--- src/rtl/rfd_pkg.sv ---
// ----------------------------------------------------------------------------
// rfd_pkg
// Types, constants and hash helpers shared by the record frame decoder.
// ----------------------------------------------------------------------------
`default_nettype none
package rfd_pkg;

  localparam int unsigned HEADER_BYTES    = 10;
  localparam int unsigned KEYSTREAM_BYTES = 32;
  localparam int unsigned POS_W           = 17;
  localparam int unsigned KS_IDX_W        = $clog2(KEYSTREAM_BYTES);
  localparam logic [POS_W-1:0] POS_MAX    = {POS_W{1'b1}};
  localparam logic [POS_W-1:0] POS_HDR    = POS_W'(HEADER_BYTES);
  localparam logic [POS_W-1:0] POS_LAST_HDR = POS_W'(HEADER_BYTES - 1);
  // Bit length of the key || nonce message.
  localparam logic [31:0] MSG_BITS        = 32'd64;

  // Status codes.
  localparam logic [2:0] ST_OK     = 3'd0;
  localparam logic [2:0] ST_SHORT  = 3'd1;
  localparam logic [2:0] ST_MAGIC1 = 3'd2;
  localparam logic [2:0] ST_MAGIC2 = 3'd3;
  localparam logic [2:0] ST_LENGTH = 3'd4;
  localparam logic [2:0] ST_EMPTY  = 3'd5;
  localparam logic [2:0] ST_CHKSUM = 3'd6;

  // Queue entry kinds.
  localparam logic [1:0] KIND_END  = 2'd0;  // last byte inside the header
  localparam logic [1:0] KIND_HASH = 2'd1;  // header complete, derive keystream
  localparam logic [1:0] KIND_PAY  = 2'd2;  // payload byte

  // Configuration register indexes.
  localparam logic [1:0] REG_DECRYPT_KEY = 2'd0;
  localparam logic [1:0] REG_PASS_KEY    = 2'd1;
  localparam logic [1:0] REG_MAGIC1      = 2'd2;
  localparam logic [1:0] REG_MAGIC2      = 2'd3;

  typedef struct packed {
    logic [7:0] in_byte;
    logic       last_byte;
  } rfd_in_t;

  typedef struct packed {
    logic [7:0] out_byte;
    logic       byte_valid;
    logic       record_done;
    logic [2:0] status;
  } rfd_out_t;

  typedef struct packed {
    logic [31:0] decrypt_key;
    logic [31:0] passthrough_key;
    logic [7:0]  first_magic;
    logic [7:0]  second_magic;
  } rfd_cfg_t;

  typedef struct packed {
    logic [1:0]          kind;
    logic [7:0]          data;
    logic                last;
    logic [KS_IDX_W-1:0] ks_idx;
    logic                zero_ks;
    logic [2:0]          pre_status;
    logic [31:0]         aux;      // nonce for a hash entry, checksum for payload
  } rfd_entry_t;

  function automatic logic [31:0] round_k(input logic [5:0] t);
    logic [31:0] k;
    case (t)
      6'd0:  k = 32'h428a2f98; 6'd1:  k = 32'h71374491; 6'd2:  k = 32'hb5c0fbcf;
      6'd3:  k = 32'he9b5dba5; 6'd4:  k = 32'h3956c25b; 6'd5:  k = 32'h59f111f1;
      6'd6:  k = 32'h923f82a4; 6'd7:  k = 32'hab1c5ed5; 6'd8:  k = 32'hd807aa98;
      6'd9:  k = 32'h12835b01; 6'd10: k = 32'h243185be; 6'd11: k = 32'h550c7dc3;
      6'd12: k = 32'h72be5d74; 6'd13: k = 32'h80deb1fe; 6'd14: k = 32'h9bdc06a7;
      6'd15: k = 32'hc19bf174; 6'd16: k = 32'he49b69c1; 6'd17: k = 32'hefbe4786;
      6'd18: k = 32'h0fc19dc6; 6'd19: k = 32'h240ca1cc; 6'd20: k = 32'h2de92c6f;
      6'd21: k = 32'h4a7484aa; 6'd22: k = 32'h5cb0a9dc; 6'd23: k = 32'h76f988da;
      6'd24: k = 32'h983e5152; 6'd25: k = 32'ha831c66d; 6'd26: k = 32'hb00327c8;
      6'd27: k = 32'hbf597fc7; 6'd28: k = 32'hc6e00bf3; 6'd29: k = 32'hd5a79147;
      6'd30: k = 32'h06ca6351; 6'd31: k = 32'h14292967; 6'd32: k = 32'h27b70a85;
      6'd33: k = 32'h2e1b2138; 6'd34: k = 32'h4d2c6dfc; 6'd35: k = 32'h53380d13;
      6'd36: k = 32'h650a7354; 6'd37: k = 32'h766a0abb; 6'd38: k = 32'h81c2c92e;
      6'd39: k = 32'h92722c85; 6'd40: k = 32'ha2bfe8a1; 6'd41: k = 32'ha81a664b;
      6'd42: k = 32'hc24b8b70; 6'd43: k = 32'hc76c51a3; 6'd44: k = 32'hd192e819;
      6'd45: k = 32'hd6990624; 6'd46: k = 32'hf40e3585; 6'd47: k = 32'h106aa070;
      6'd48: k = 32'h19a4c116; 6'd49: k = 32'h1e376c08; 6'd50: k = 32'h2748774c;
      6'd51: k = 32'h34b0bcb5; 6'd52: k = 32'h391c0cb3; 6'd53: k = 32'h4ed8aa4a;
      6'd54: k = 32'h5b9cca4f; 6'd55: k = 32'h682e6ff3; 6'd56: k = 32'h748f82ee;
      6'd57: k = 32'h78a5636f; 6'd58: k = 32'h84c87814; 6'd59: k = 32'h8cc70208;
      6'd60: k = 32'h90befffa; 6'd61: k = 32'ha4506ceb; 6'd62: k = 32'hbef9a3f7;
      default: k = 32'hc67178f2;
    endcase
    return k;
  endfunction

  function automatic logic [31:0] init_h(input logic [2:0] i);
    logic [31:0] h;
    case (i)
      3'd0: h = 32'h6a09e667; 3'd1: h = 32'hbb67ae85;
      3'd2: h = 32'h3c6ef372; 3'd3: h = 32'ha54ff53a;
      3'd4: h = 32'h510e527f; 3'd5: h = 32'h9b05688c;
      3'd6: h = 32'h1f83d9ab; default: h = 32'h5be0cd19;
    endcase
    return h;
  endfunction

  function automatic logic [31:0] swap32(input logic [31:0] x);
    return {x[7:0], x[15:8], x[23:16], x[31:24]};
  endfunction

  function automatic logic [31:0] big_sig0(input logic [31:0] x);
    return {x[1:0], x[31:2]} ^ {x[12:0], x[31:13]} ^ {x[21:0], x[31:22]};
  endfunction

  function automatic logic [31:0] big_sig1(input logic [31:0] x);
    return {x[5:0], x[31:6]} ^ {x[10:0], x[31:11]} ^ {x[24:0], x[31:25]};
  endfunction

  function automatic logic [31:0] sml_sig0(input logic [31:0] x);
    return {x[6:0], x[31:7]} ^ {x[17:0], x[31:18]} ^ {3'b000, x[31:3]};
  endfunction

  function automatic logic [31:0] sml_sig1(input logic [31:0] x);
    return {x[16:0], x[31:17]} ^ {x[18:0], x[31:19]} ^ {10'd0, x[31:10]};
  endfunction

endpackage
`default_nettype wire

--- src/rtl/rfd_queue.sv ---
// ----------------------------------------------------------------------------
// rfd_queue
// Small first-in first-out queue of classified items between front and back.
// ----------------------------------------------------------------------------
`default_nettype none
module rfd_queue #(
  parameter int unsigned DEPTH = 4
) (
  input  wire                 clk,
  input  wire                 rst_n,
  input  wire                 push,
  input  rfd_pkg::rfd_entry_t push_entry,
  input  wire                 pop,
  output rfd_pkg::rfd_entry_t head,
  output logic                empty,
  output logic                full
);

  localparam int unsigned PTR_W = (DEPTH > 1) ? $clog2(DEPTH) : 1;
  localparam int unsigned CNT_W = $clog2(DEPTH + 1);
  localparam logic [PTR_W-1:0] PTR_LAST = PTR_W'(DEPTH - 1);
  localparam logic [CNT_W-1:0] CNT_FULL = CNT_W'(DEPTH);

  rfd_pkg::rfd_entry_t mem_r [DEPTH];
  logic [PTR_W-1:0] wr_ptr_r, rd_ptr_r;
  logic [CNT_W-1:0] cnt_r;

  assign empty = (cnt_r == '0);
  assign full  = (cnt_r == CNT_FULL);
  assign head  = mem_r[rd_ptr_r];

  always_ff @(posedge clk) begin
    if (push) begin
      mem_r[wr_ptr_r] <= push_entry;
    end
  end

  always_ff @(posedge clk) begin
    if (!rst_n) begin
      wr_ptr_r <= '0;
      rd_ptr_r <= '0;
      cnt_r    <= '0;
    end else begin
      if (push) begin
        wr_ptr_r <= (wr_ptr_r == PTR_LAST) ? '0 : wr_ptr_r + 1'b1;
      end
      if (pop) begin
        rd_ptr_r <= (rd_ptr_r == PTR_LAST) ? '0 : rd_ptr_r + 1'b1;
      end
      if (push && !pop) begin
        cnt_r <= cnt_r + 1'b1;
      end else if (pop && !push) begin
        cnt_r <= cnt_r - 1'b1;
      end
    end
  end

endmodule
`default_nettype wire

--- src/rtl/rfd_front.sv ---
// ----------------------------------------------------------------------------
// rfd_front
// Accepts record bytes, parses the header and classifies each item.
// ----------------------------------------------------------------------------
`default_nettype none
module rfd_front (
  input  wire                 clk,
  input  wire                 rst_n,
  input  rfd_pkg::rfd_cfg_t   cfg,
  input  wire                 in_valid,
  output logic                in_stall,
  input  rfd_pkg::rfd_in_t    in_data,
  input  wire                 q_full,
  output logic                push,
  output rfd_pkg::rfd_entry_t push_entry
);

  logic [rfd_pkg::POS_W-1:0] pos_r, pos_inc, pay_off;
  logic [15:0] chk_r, chk_nxt;
  logic [31:0] nonce_r, nonce_nxt;
  logic [15:0] len_r, len_nxt;
  logic [2:0]  herr_r, herr_nxt;
  logic        accept, in_hdr, hdr_end;
  logic [7:0]  b;

  assign accept   = in_valid && !q_full;
  assign in_stall = q_full;
  assign b        = in_data.in_byte;
  assign in_hdr   = (pos_r < rfd_pkg::POS_HDR);
  assign hdr_end  = (pos_r == rfd_pkg::POS_LAST_HDR);
  assign pos_inc  = (pos_r == rfd_pkg::POS_MAX) ? pos_r : pos_r + 1'b1;
  assign pay_off  = pos_r - rfd_pkg::POS_HDR;

  always_comb begin
    chk_nxt   = chk_r;
    nonce_nxt = nonce_r;
    len_nxt   = len_r;
    herr_nxt  = herr_r;
    if (in_hdr) begin
      case (pos_r[3:0])
        4'd0: if (b != cfg.first_magic) herr_nxt = rfd_pkg::ST_MAGIC1;
        4'd1: chk_nxt = {b, chk_r[7:0]};
        4'd2: chk_nxt = {chk_r[15:8], b};
        4'd3: nonce_nxt = {b, nonce_r[23:0]};
        4'd4: nonce_nxt = {nonce_r[31:24], b, nonce_r[15:0]};
        4'd5: nonce_nxt = {nonce_r[31:16], b, nonce_r[7:0]};
        4'd6: nonce_nxt = {nonce_r[31:8], b};
        4'd7: len_nxt = {b, len_r[7:0]};
        4'd8: len_nxt = {len_r[15:8], b};
        default: begin
          if (b != cfg.second_magic && herr_r == rfd_pkg::ST_OK) begin
            herr_nxt = rfd_pkg::ST_MAGIC2;
          end
        end
      endcase
    end
  end

  always_comb begin
    push_entry         = '0;
    push_entry.data    = b;
    push_entry.last    = in_data.last_byte;
    push_entry.ks_idx  = pay_off[rfd_pkg::KS_IDX_W-1:0];
    push_entry.zero_ks = (cfg.decrypt_key == cfg.passthrough_key);
    if (!in_hdr) begin
      push_entry.kind = rfd_pkg::KIND_PAY;
      push_entry.aux  = {16'd0, chk_r};
    end else if (hdr_end) begin
      push_entry.kind = rfd_pkg::KIND_HASH;
      push_entry.aux  = nonce_r;
    end else begin
      push_entry.kind = rfd_pkg::KIND_END;
    end
    // Leave ST_OK for the back end to settle against the checksum.
    if (pos_inc < rfd_pkg::POS_HDR) begin
      push_entry.pre_status = rfd_pkg::ST_SHORT;
    end else if (herr_nxt != rfd_pkg::ST_OK) begin
      push_entry.pre_status = herr_nxt;
    end else if ((pos_inc - rfd_pkg::POS_HDR) != {1'b0, len_r}) begin
      push_entry.pre_status = rfd_pkg::ST_LENGTH;
    end else if (pos_inc == rfd_pkg::POS_HDR) begin
      push_entry.pre_status = rfd_pkg::ST_EMPTY;
    end else begin
      push_entry.pre_status = rfd_pkg::ST_OK;
    end
    if (!in_data.last_byte) begin
      push_entry.pre_status = rfd_pkg::ST_OK;
    end
  end

  assign push = accept && (!in_hdr || hdr_end || in_data.last_byte);

  always_ff @(posedge clk) begin
    if (!rst_n) begin
      pos_r   <= '0;
      herr_r  <= rfd_pkg::ST_OK;
      chk_r   <= '0;
      nonce_r <= '0;
      len_r   <= '0;
    end else if (accept) begin
      chk_r   <= chk_nxt;
      nonce_r <= nonce_nxt;
      len_r   <= len_nxt;
      if (in_data.last_byte) begin
        pos_r  <= '0;
        herr_r <= rfd_pkg::ST_OK;
      end else begin
        pos_r  <= pos_inc;
        herr_r <= herr_nxt;
      end
    end
  end

endmodule
`default_nettype wire

--- src/rtl/rfd_back.sv ---
// ----------------------------------------------------------------------------
// rfd_back
// Runs the keystream hash, decrypts payload items and reports status.
// ----------------------------------------------------------------------------
`default_nettype none
module rfd_back (
  input  wire                 clk,
  input  wire                 rst_n,
  input  rfd_pkg::rfd_cfg_t   cfg,
  input  rfd_pkg::rfd_entry_t head,
  input  wire                 q_empty,
  output logic                pop,
  output logic                out_valid,
  input  wire                 out_stall,
  output rfd_pkg::rfd_out_t   out_data
);

  localparam logic [1:0] S_IDLE = 2'd0;
  localparam logic [1:0] S_HASH = 2'd1;
  localparam logic [1:0] S_FIN  = 2'd2;
  localparam logic [1:0] S_EMIT = 2'd3;

  logic [1:0]  state_r, state_nxt;
  logic [5:0]  rnd_r;
  logic [31:0] v_r [8];
  logic [31:0] w_r [16];
  logic [31:0] ks_r [8];
  logic        zero_r;
  logic [15:0] sum_r;
  logic        pend_last_r;
  logic [2:0]  pend_status_r;
  logic        out_valid_r;
  rfd_pkg::rfd_out_t out_r;

  logic        out_free, load_out;
  rfd_pkg::rfd_out_t out_nxt;
  logic [31:0] t1, t2, w_new, ks_word;
  logic [7:0]  ks_byte, ob;
  logic [15:0] sum_add;

  assign out_free  = !out_valid_r || !out_stall;
  assign out_valid = out_valid_r;
  assign out_data  = out_r;

  assign t1 = v_r[7] + rfd_pkg::big_sig1(v_r[4]) + ((v_r[4] & v_r[5]) ^ (~v_r[4] & v_r[6]))
            + rfd_pkg::round_k(rnd_r) + w_r[0];
  assign t2 = rfd_pkg::big_sig0(v_r[0])
            + ((v_r[0] & v_r[1]) ^ (v_r[0] & v_r[2]) ^ (v_r[1] & v_r[2]));
  assign w_new = w_r[0] + rfd_pkg::sml_sig0(w_r[1]) + w_r[9] + rfd_pkg::sml_sig1(w_r[14]);

  assign ks_word = ks_r[head.ks_idx[4:2]];
  always_comb begin
    case (head.ks_idx[1:0])
      2'd0:    ks_byte = ks_word[31:24];
      2'd1:    ks_byte = ks_word[23:16];
      2'd2:    ks_byte = ks_word[15:8];
      default: ks_byte = ks_word[7:0];
    endcase
    if (zero_r) ks_byte = 8'd0;
  end
  assign ob      = head.data ^ ks_byte;
  assign sum_add = sum_r + {8'd0, ob};

  always_comb begin
    state_nxt = state_r;
    pop       = 1'b0;
    load_out  = 1'b0;
    out_nxt   = '0;
    case (state_r)
      S_IDLE: begin
        if (!q_empty) begin
          if (head.kind == rfd_pkg::KIND_HASH) begin
            pop = 1'b1;
            if (!head.zero_ks) begin
              state_nxt = S_HASH;
            end else if (head.last) begin
              state_nxt = S_EMIT;
            end
          end else if (out_free) begin
            pop                 = 1'b1;
            load_out            = 1'b1;
            out_nxt.record_done = head.last;
            if (head.kind == rfd_pkg::KIND_PAY) begin
              out_nxt.out_byte   = ob;
              out_nxt.byte_valid = 1'b1;
              if (head.last) begin
                if (head.pre_status != rfd_pkg::ST_OK) begin
                  out_nxt.status = head.pre_status;
                end else if (sum_add != head.aux[15:0]) begin
                  out_nxt.status = rfd_pkg::ST_CHKSUM;
                end
              end
            end else begin
              out_nxt.status = head.pre_status;
            end
          end
        end
      end
      S_HASH: if (rnd_r == 6'd63) state_nxt = S_FIN;
      S_FIN:  state_nxt = pend_last_r ? S_EMIT : S_IDLE;
      default: begin
        if (out_free) begin
          load_out            = 1'b1;
          out_nxt.record_done = 1'b1;
          out_nxt.status      = pend_status_r;
          state_nxt           = S_IDLE;
        end
      end
    endcase
  end

  // Hash datapath and keystream store
  always_ff @(posedge clk) begin
    if (state_r == S_IDLE && pop && head.kind == rfd_pkg::KIND_HASH) begin
      zero_r        <= head.zero_ks;
      pend_last_r   <= head.last;
      pend_status_r <= head.pre_status;
      rnd_r         <= '0;
      for (int i = 0; i < 8; i++) v_r[i] <= rfd_pkg::init_h(3'(i));
      for (int i = 3; i < 15; i++) w_r[i] <= '0;
      w_r[0]  <= rfd_pkg::swap32(cfg.decrypt_key);
      w_r[1]  <= rfd_pkg::swap32(head.aux);
      w_r[2]  <= 32'h8000_0000;
      w_r[15] <= rfd_pkg::MSG_BITS;
    end else if (state_r == S_HASH) begin
      rnd_r  <= rnd_r + 1'b1;
      v_r[7] <= v_r[6]; v_r[6] <= v_r[5]; v_r[5] <= v_r[4];
      v_r[4] <= v_r[3] + t1;
      v_r[3] <= v_r[2]; v_r[2] <= v_r[1]; v_r[1] <= v_r[0];
      v_r[0] <= t1 + t2;
      for (int i = 0; i < 15; i++) w_r[i] <= w_r[i+1];
      w_r[15] <= w_new;
    end else if (state_r == S_FIN) begin
      for (int i = 0; i < 8; i++) ks_r[i] <= rfd_pkg::init_h(3'(i)) + v_r[i];
    end
  end

  always_ff @(posedge clk) begin
    if (load_out) out_r <= out_nxt;
  end

  always_ff @(posedge clk) begin
    if (!rst_n) begin
      state_r     <= S_IDLE;
      out_valid_r <= 1'b0;
      sum_r       <= '0;
    end else begin
      state_r <= state_nxt;
      if (load_out) begin
        out_valid_r <= 1'b1;
      end else if (!out_stall) begin
        out_valid_r <= 1'b0;
      end
      // Restart the sum at each record end.
      if (load_out && out_nxt.record_done) begin
        sum_r <= '0;
      end else if (load_out && out_nxt.byte_valid) begin
        sum_r <= sum_add;
      end
    end
  end

endmodule
`default_nettype wire

--- src/rtl/record_frame_decoder.sv ---
// ----------------------------------------------------------------------------
// record_frame_decoder
// Header parsing, keystream derivation and payload decryption of records.
// ----------------------------------------------------------------------------
// Usage:
//   Input channel in_valid/in_stall/in_data carries one record byte per item
//   with a flag on the last byte. Output channel out_valid/out_stall/out_data
//   gives one item per payload byte and one for the record's last byte; header
//   bytes other than a record's last produce nothing.
//   Configuration: cfg_we writes cfg_data into register cfg_index (0 decrypt
//   key, 1 passthrough key, 2 first magic, 3 second magic); write only idle.
//   Throughput: one payload byte per cycle while no output item is held by
//   out_stall and no keystream is being derived. After the tenth header
//   byte the back end runs 64 hash rounds on one round unit plus a finalise
//   step to derive the keystream; with the passthrough key this is skipped.
//   A payload item's result passes the queue write, then the output register.
//   The front end keeps accepting until the queue of QUEUE_DEPTH items fills,
//   then raises in_stall. While out_stall holds an item, it stays and the
//   back end takes no further items that give output from the queue.
//   Reset (rst_n low, synchronous) clears configuration, control state,
//   position and queue; the next byte starts a new record.
// ----------------------------------------------------------------------------
`default_nettype none
module record_frame_decoder #(
  parameter int unsigned QUEUE_DEPTH = 4
) (
  input  wire               clk,
  input  wire               rst_n,
  input  wire               cfg_we,
  input  wire [1:0]         cfg_index,
  input  wire [31:0]        cfg_data,
  input  wire               in_valid,
  output logic              in_stall,
  input  rfd_pkg::rfd_in_t  in_data,
  output logic              out_valid,
  input  wire               out_stall,
  output rfd_pkg::rfd_out_t out_data
);

  rfd_pkg::rfd_cfg_t   cfg_r;
  rfd_pkg::rfd_entry_t push_entry, head;
  logic push, pop, q_empty, q_full;

  // Configuration registers
  always_ff @(posedge clk) begin
    if (!rst_n) begin
      cfg_r <= '0;
    end else if (cfg_we) begin
      case (cfg_index)
        rfd_pkg::REG_DECRYPT_KEY: cfg_r.decrypt_key     <= cfg_data;
        rfd_pkg::REG_PASS_KEY:    cfg_r.passthrough_key <= cfg_data;
        rfd_pkg::REG_MAGIC1:      cfg_r.first_magic     <= cfg_data[7:0];
        rfd_pkg::REG_MAGIC2:      cfg_r.second_magic    <= cfg_data[7:0];
        default: ;
      endcase
    end
  end

  // Front end: accept and classify
  rfd_front u_front (
    .clk(clk), .rst_n(rst_n), .cfg(cfg_r),
    .in_valid(in_valid), .in_stall(in_stall), .in_data(in_data),
    .q_full(q_full), .push(push), .push_entry(push_entry)
  );

  // Queue between the two halves
  rfd_queue #(.DEPTH(QUEUE_DEPTH)) u_queue (
    .clk(clk), .rst_n(rst_n), .push(push), .push_entry(push_entry),
    .pop(pop), .head(head), .empty(q_empty), .full(q_full)
  );

  // Back end: hash, decrypt, report
  rfd_back u_back (
    .clk(clk), .rst_n(rst_n), .cfg(cfg_r), .head(head), .q_empty(q_empty),
    .pop(pop), .out_valid(out_valid), .out_stall(out_stall), .out_data(out_data)
  );

  // Status is only reported on a record end.
  a_status_on_end: assert property (@(posedge clk) disable iff (!rst_n)
    out_valid && !out_data.record_done |-> out_data.status == rfd_pkg::ST_OK)
    else $error("status set on an item that does not end a record");

  // An item without a payload byte must end a record with a fault.
  a_no_byte_end: assert property (@(posedge clk) disable iff (!rst_n)
    out_valid && !out_data.byte_valid |->
      out_data.record_done && out_data.status != rfd_pkg::ST_OK &&
      out_data.out_byte == 8'd0)
    else $error("empty item that is not a faulty record end");

  // Never push into a full queue.
  a_no_overflow: assert property (@(posedge clk) disable iff (!rst_n)
    push |-> !q_full)
    else $error("push into a full queue");

endmodule
`default_nettype wire
--- config.mk ---
export PLATFORM = sky130hd
export DESIGN_NAME = record_frame_decoder
export DESIGN_NICKNAME = d
export VERILOG_FILES = /design/src/rtl/rfd_pkg.sv /design/src/rtl/rfd_queue.sv /design/src/rtl/rfd_front.sv /design/src/rtl/rfd_back.sv /design/src/rtl/record_frame_decoder.sv
export SDC_FILE = /design/constraint.sdc
export NUM_CORES = 2
export LEC_CHECK = 0
export ABC_CLOCK_PERIOD_IN_PS = 16900
export BUFFER_PORTS_ARGS = -buffer_cell sky130_fd_sc_hd__buf_2
export CAP_MARGIN = 5
export CORE_UTILIZATION = 58
export DETAILED_ROUTE_END_ITERATION = 12
export PLACE_DENSITY = 0.77
export SYNTH_ARGS = -nofsm -noshare
export SYNTH_HDL_FRONTEND = slang
export SYNTH_SLANG_ARGS = --single-unit
--- constraint.sdc ---
create_clock -name clk -period 16.9 [get_ports clk]
set_input_delay 2.535 -clock clk [delete_from_list [all_inputs] [get_ports clk]]
set_output_delay 2.535 -clock clk [all_outputs]
set_load 0.02 [all_outputs]
======== After elaboration in Yosys (flattened, before gate mapping) ========
Memory sizes are Yosys's and may differ from the RTL's. A register that Yosys moved wholly into a read port is not among the register bits.
Cells that the tools add are included.
cells by class
  $add $sub $neg .......................... 27
  $mul .................................... 0
  divide/modulo/power cells ............... 0
  order comparisons ....................... 2
  equal/unequal tests ..................... 34
  shifts and indexed selects .............. 0
  multiplexer cells ....................... 124
  bitwise operators ....................... 54
  reductions and logical operators ........ 45
operators by type and width
  operator                                                      number
  two-way mux 32 bit                                            58
  adder 32 bit                                                  18
  XOR 32 bit                                                    9
  AND 32 bit                                                    5
  case mux 32 bit (4 select lines)                              1
  case mux 16 bit (2 select lines)                              2
  two-way mux 3 bit                                             15
  equality test 17 x 4 -> 1 bit (second input constant)         2
  less-than comparator 17 x 4 -> 1 bit (second input constant)  2
  two-way mux 17 bit                                            2
  equality test 32 bit                                          1
  NOT 32 bit                                                    1
  XOR 32 x 22 -> 32 bit                                         1
  XOR 32 x 29 -> 32 bit                                         1
  two-way mux 2 bit                                             12
  OR 1 bit                                                      24
  case mux 8 bit (3 select lines)                               1
  AND reduction 6 bit                                           4
  two-way mux 1 bit                                             22
  adder 17 x 1 -> 17 bit (second input constant)                1
  equality test 17 bit (second input constant)                  1
  inequality test 17 x 16 -> 1 bit                              1
  subtractor 17 x 4 -> 17 bit (second input constant)           1
  adder 16 x 8 -> 16 bit                                        1
  other kinds (43)                                              100
storage, ports and cells
  register bits ........................... 214
  bits in latches ......................... 0
  bits in writable memories ............... 1232
  memory bits (read-only) ................. 2048
  output and inout port bits .............. 15
  memories kept ........................... 5
memories
  name              depth  bits a word  read ports  clocked after memory_dff  write ports  RTL line         RTL
  (name not given)  64     32           1           1                         0            rfd_pkg.sv:69    case (t)
  u_back.w_r        16     32           16          0                         16           rfd_back.sv:26   logic [31:0] w_r [16];
  u_back.ks_r       8      32           1           0                         8            rfd_back.sv:27   logic [31:0] ks_r [8];
  u_back.v_r        8      32           8           0                         8            rfd_back.sv:25   logic [31:0] v_r [8];
  u_queue.mem_r     4      52           1           1                         1            rfd_queue.sv:24  rfd_pkg::rfd_entry_t mem_r [DEPTH];

======== Longest topological paths before layout ========
  word-level depth ........................ 16
  mapped depth ............................ 33

======== Hierarchy ========
From an unflattened synthesis, not the netlist that was laid out.
unflattened totals
  cell total of the unflattened synthesis .. 6737
  area, all modules ....................... 78486.5 sq um
by module, submodules not included
  module                times used  cells each  area an instance (sq um)  seq. area each (sq um)
  rfd_back              1           5368        61480.2                   30829.6
  rfd_queue             1           316         8022.7                    6426.2
  rfd_front             1           756         5934.4                    1681.6
  record_frame_decoder  1           297         3049.2                    1601.5

======== Worst setup path before layout ========
Ideal clock, no wire load.
  path type ............................... register -> register
  start ................................... register (tool-made name)
  end ..................................... memory u_back.v_r[0][0] (enable)
  data arrival time ....................... 11.810 ns
  required time ........................... 12.637 ns
  path slack .............................. 0.826 ns
  cell stages (with the launch flop) ...... 9
  path buffers ............................ 4
  cells stage by stage .................... dfxtp_1 -> buf_2 -> mux4_2 -> nor2b_1 -> nand2_1 -> buf_2 -> clkbuf_1 -> buf_1 -> nand2_1
RTL lines
  item       RTL line
  to (decl)  rfd_back.sv:25

==> summary.txt <==
Layout
  – Fin nets: 7107
  – Fraction of final layout cells sized beyond drive strength 1: under 10%
  – Area delta synth->final: 8.716%

Clock network
  – Buffers inserted by post-CTS timing repair: 0
  – Clk sinks: 1480
  – TritonCTS buffer count: 153
  – Cts hold-fix bufs: 0
  – Number of gates resized after CTS: 0
  – Insertion delay of the later-clocked pin in the worst-skew pair: 0.82 ns
  – Maximum level of the CTS H-tree: 4
  – Number of buffers between clock root and the deepest sink: 3
  – Root Buffer: clkbuf_16
  – Clock tree from TritonCTS: built
  – Reg clk slew, reported paths: 0.06 ns

Setup path
  – Crit Path Class: reg -> reg
  – Critical path fanouts, max: 7
  – CP startpoint kind: flop
  – Worst path slowest cell: o311ai_0
  – Required @ worst endpoint: roughly 17 ns
  – Worst reg2reg path startpoint: u_back.v_r[2][1]
  – Worst path top cell family by delay: compound AO/OA/AOI/OAI gates
  – Delay of the slowest cell on the worst path: 0.71 ns
  – Endpoint class of the critical path: flop
  – Worst path most repeated cell: fa_1
  – Number of buffer and inverter instances along the worst setup path: 4
  – Critical Path AT: 8.67 ns
  – Worst setup startpoint: u_back.v_r[2][1]

STA
  – Slew @ Worst Pin: 1.279 ns
  – Final Hold Fails: 0
  – Fraction of the cycle the final worst path needs: 48.35%
  – Final count of negative-setup-slack endpoints: 0
  – Final sum of negative setup slack: 0 ns
  – Min cycle time layout: 8.170 ns
  – Tightest slew margin relative to the limit: 14.73%
  – Worst clock skew: around 0.044 ns
  – Count of final max-slew check failures: 0
  – Maximum clock frequency: 122.4 MHz
  – Unrepaired setup endpoints after global routing: no

Yosys
  – Most instantiated library cell after synthesis: edfxtp_1
  – Most frequent cells after synthesis: edfxtp_1 (1090), nand2_1 (695), nor2_1 (541)
  – Net count of the mapped netlist: 7200
  – Ys flop type: edfxtp_1
  – Async set or reset register ratio after synthesis: 0%
  – Proportion of netlist area held by the largest area contributor: about 42%
  – Dominant cell type by area after synthesis: edfxtp_1
  – Number of flip-flops and latches in the synthesized netlist: between 1000 and 1500
  – Number of instances in the synthesized netlist: about 6800
  – Largest cells by area after synthesis: edfxtp_1 (42%), dfxtp_1 (10%), xnor2_1 (5.0%), fa_1 (4.9%), mux2i_1 (3.7%)
  – Cell area after technology mapping: roughly 0.078 mm²
  – Syn Area/Cell: 11.43 µm²
  – Synthesis warning total: 0
  – Number of enable flip-flop cells after synthesis: 1090
  – Unique masters post-synth: 96
  – Fraction of the yosys area taken by sequential cells: 52.25%

Die
  – Core Rows: 133
  – IO Pins: 63
  – Die Footprint: between 0.1 and 0.15 mm²
  – Core footprint: 0.1321 mm²
  – Initial Utilization: 58.72%
  – Die height: 367.7 µm
  – Die W: 367.7 µm

Place
  – HPWL after detailed placement: 146.7 mm
  – Placer's final routability congestion estimate: slightly below 1
  – Port-buffer cells: between 60 and 70

Route
  – ANT nets after route: 0
  – DRC Markers: 0
  – Drt first pass iters: 6
  – Total vias in the final route: between 50000 and 60000
  – Final Routed Wirelength: 207.7 mm
  – Routed via count divided by cell count: 6.070
  – Drt initial violations: 6005
  – Average wire per cell in the routed design: 24.20 µm

Worst hold path
  – Worst hold start: u_front.nonce_r[25]
  – Class of the tightest hold or removal check: reg -> reg

Job
  – Max-cap violations: 0

Global route
  – Number of antenna violations at the first check in global routing: 2
  – Maximum number of pins on one net before global-route repair: 193
  – Global routing usage summed across all routing layers: a little under a third
  – Number of global-route vias before repair: 50399
  – Remaining global-route overflow: 0
  – Wire length of the first global-routing pass: 311.9 mm

Status
  – Status: completed
routing by layer:
layer	GRT usage, %	wire length (µm)	up-vias
met5	0	0	-
met4	13.24	9443	0
met3	5.500	17090	406
met2	49.29	98890	2228
met1	40.77	82240	25909
li1	-	-	23546
path summary, 6_finish.rpt:
path                                       endpoint  slack, ns  depth (start not counted)
worst min register to register  u_front.nonce_r[25]       0.45                          2
worst max register to register    u_back.v_r[0][28]       8.73                         29
worst min-delay path            u_front.nonce_r[25]       0.45                          2
worst max-delay path              u_back.v_r[0][28]       8.73                         29
sequential cells by signal, summed over array words and instances (netlist names), 6 cells and up, named ones only:
signal,cells
u_back.sum_r,16
u_back.out_data,13
u_back.w_r,512
u_front.nonce_r,32
u_back.v_r,256
u_back.ks_r,256
u_back.rnd_r,6
u_front.chk_r,16
u_front.pos_r,17
cfg_r,80
u_front.len_r,16
u_queue.mem_r,208
cells in the final DEF (no fill, tap or decap), types with 29 or more instances in the layout:
cell type / instances
clkbuf_16: 158
a21oi_1: 310
a21o_1: 80
buf_2: 62
ha_1: 175
nand3_1: 105
mux2i_1: 288
nor2_1: 540
o21ai_0: 195
buf_4: 58
nand2b_1: 141
clkinv_2: 30
a31oi_1: 37
xnor2_1: 439
clkbuf_1: 37
nand2_1: 693
dfxtp_1: 388
inv_1: 307
fa_1: 189
nor3_1: 85
mux4_2: 115
and3_1: 53
a211oi_1: 35
nor4_1: 30
o211ai_1: 29
and2_1: 358
edfxtp_1: 1090
o21a_1: 32
xor2_1: 261
kinds of logic (layout without fill, tap and decap cells):
group           Yosys count  count (layout)  synth area share (%)
mux                     421             421                 7.329
xor+xnor                705             705                 7.976
simple gates           2149            2149                 13.21
compound gates          966             966                 7.942
fa+ha+maj               378             378                 7.886
other cells               0               3                     0
buf+inv                 687             724                 3.409
flops                  1480            1480                 52.25
layout make-up:
type                            count  area, µm²
Timing Repair Buffer              122      785.8
Clock inverter                     82      920.9
Tap cell                         1755       2196
Fill cell                       10166      47780
Clock buffer                      203       4197
Inverter                          317       1200
Sequential cell                  1480      40540
Multi-Input combinational cell   4619      34500
Antenna cell                        3      7.507
stage by stage:
step / utilization (%) / area (µm²) / hold WS, ns / instances / worst slack, ns
5_1_grt: 63.84 / 84350 / 0.4758 / 8580 / 8.268
3_5_place_dp: 59.96 / 79220 / 0.4424 / 8293 / 8.873
3_3_place_gp: 59.96 / 79220 / 0.4351 / 8293 / 8.923
6_report: 63.84 / 84350 / 0.4517 / 8581 / 8.730
4_1_cts: 63.83 / 84340 / 0.4506 / 8578 / 8.771
2_1_floorplan: - / 77590 / 0.4275 / 6786 / 0.8265
tightest hold or removal path: stages, from the launching register on:
cell and delay (ns):
dfxtp_1 0.31, nand2_1 0.05, a21oi_1 0.05
Power is not shown: default switching activity piles up to over one toggle a cycle in this logic, so the estimate is an artifact.
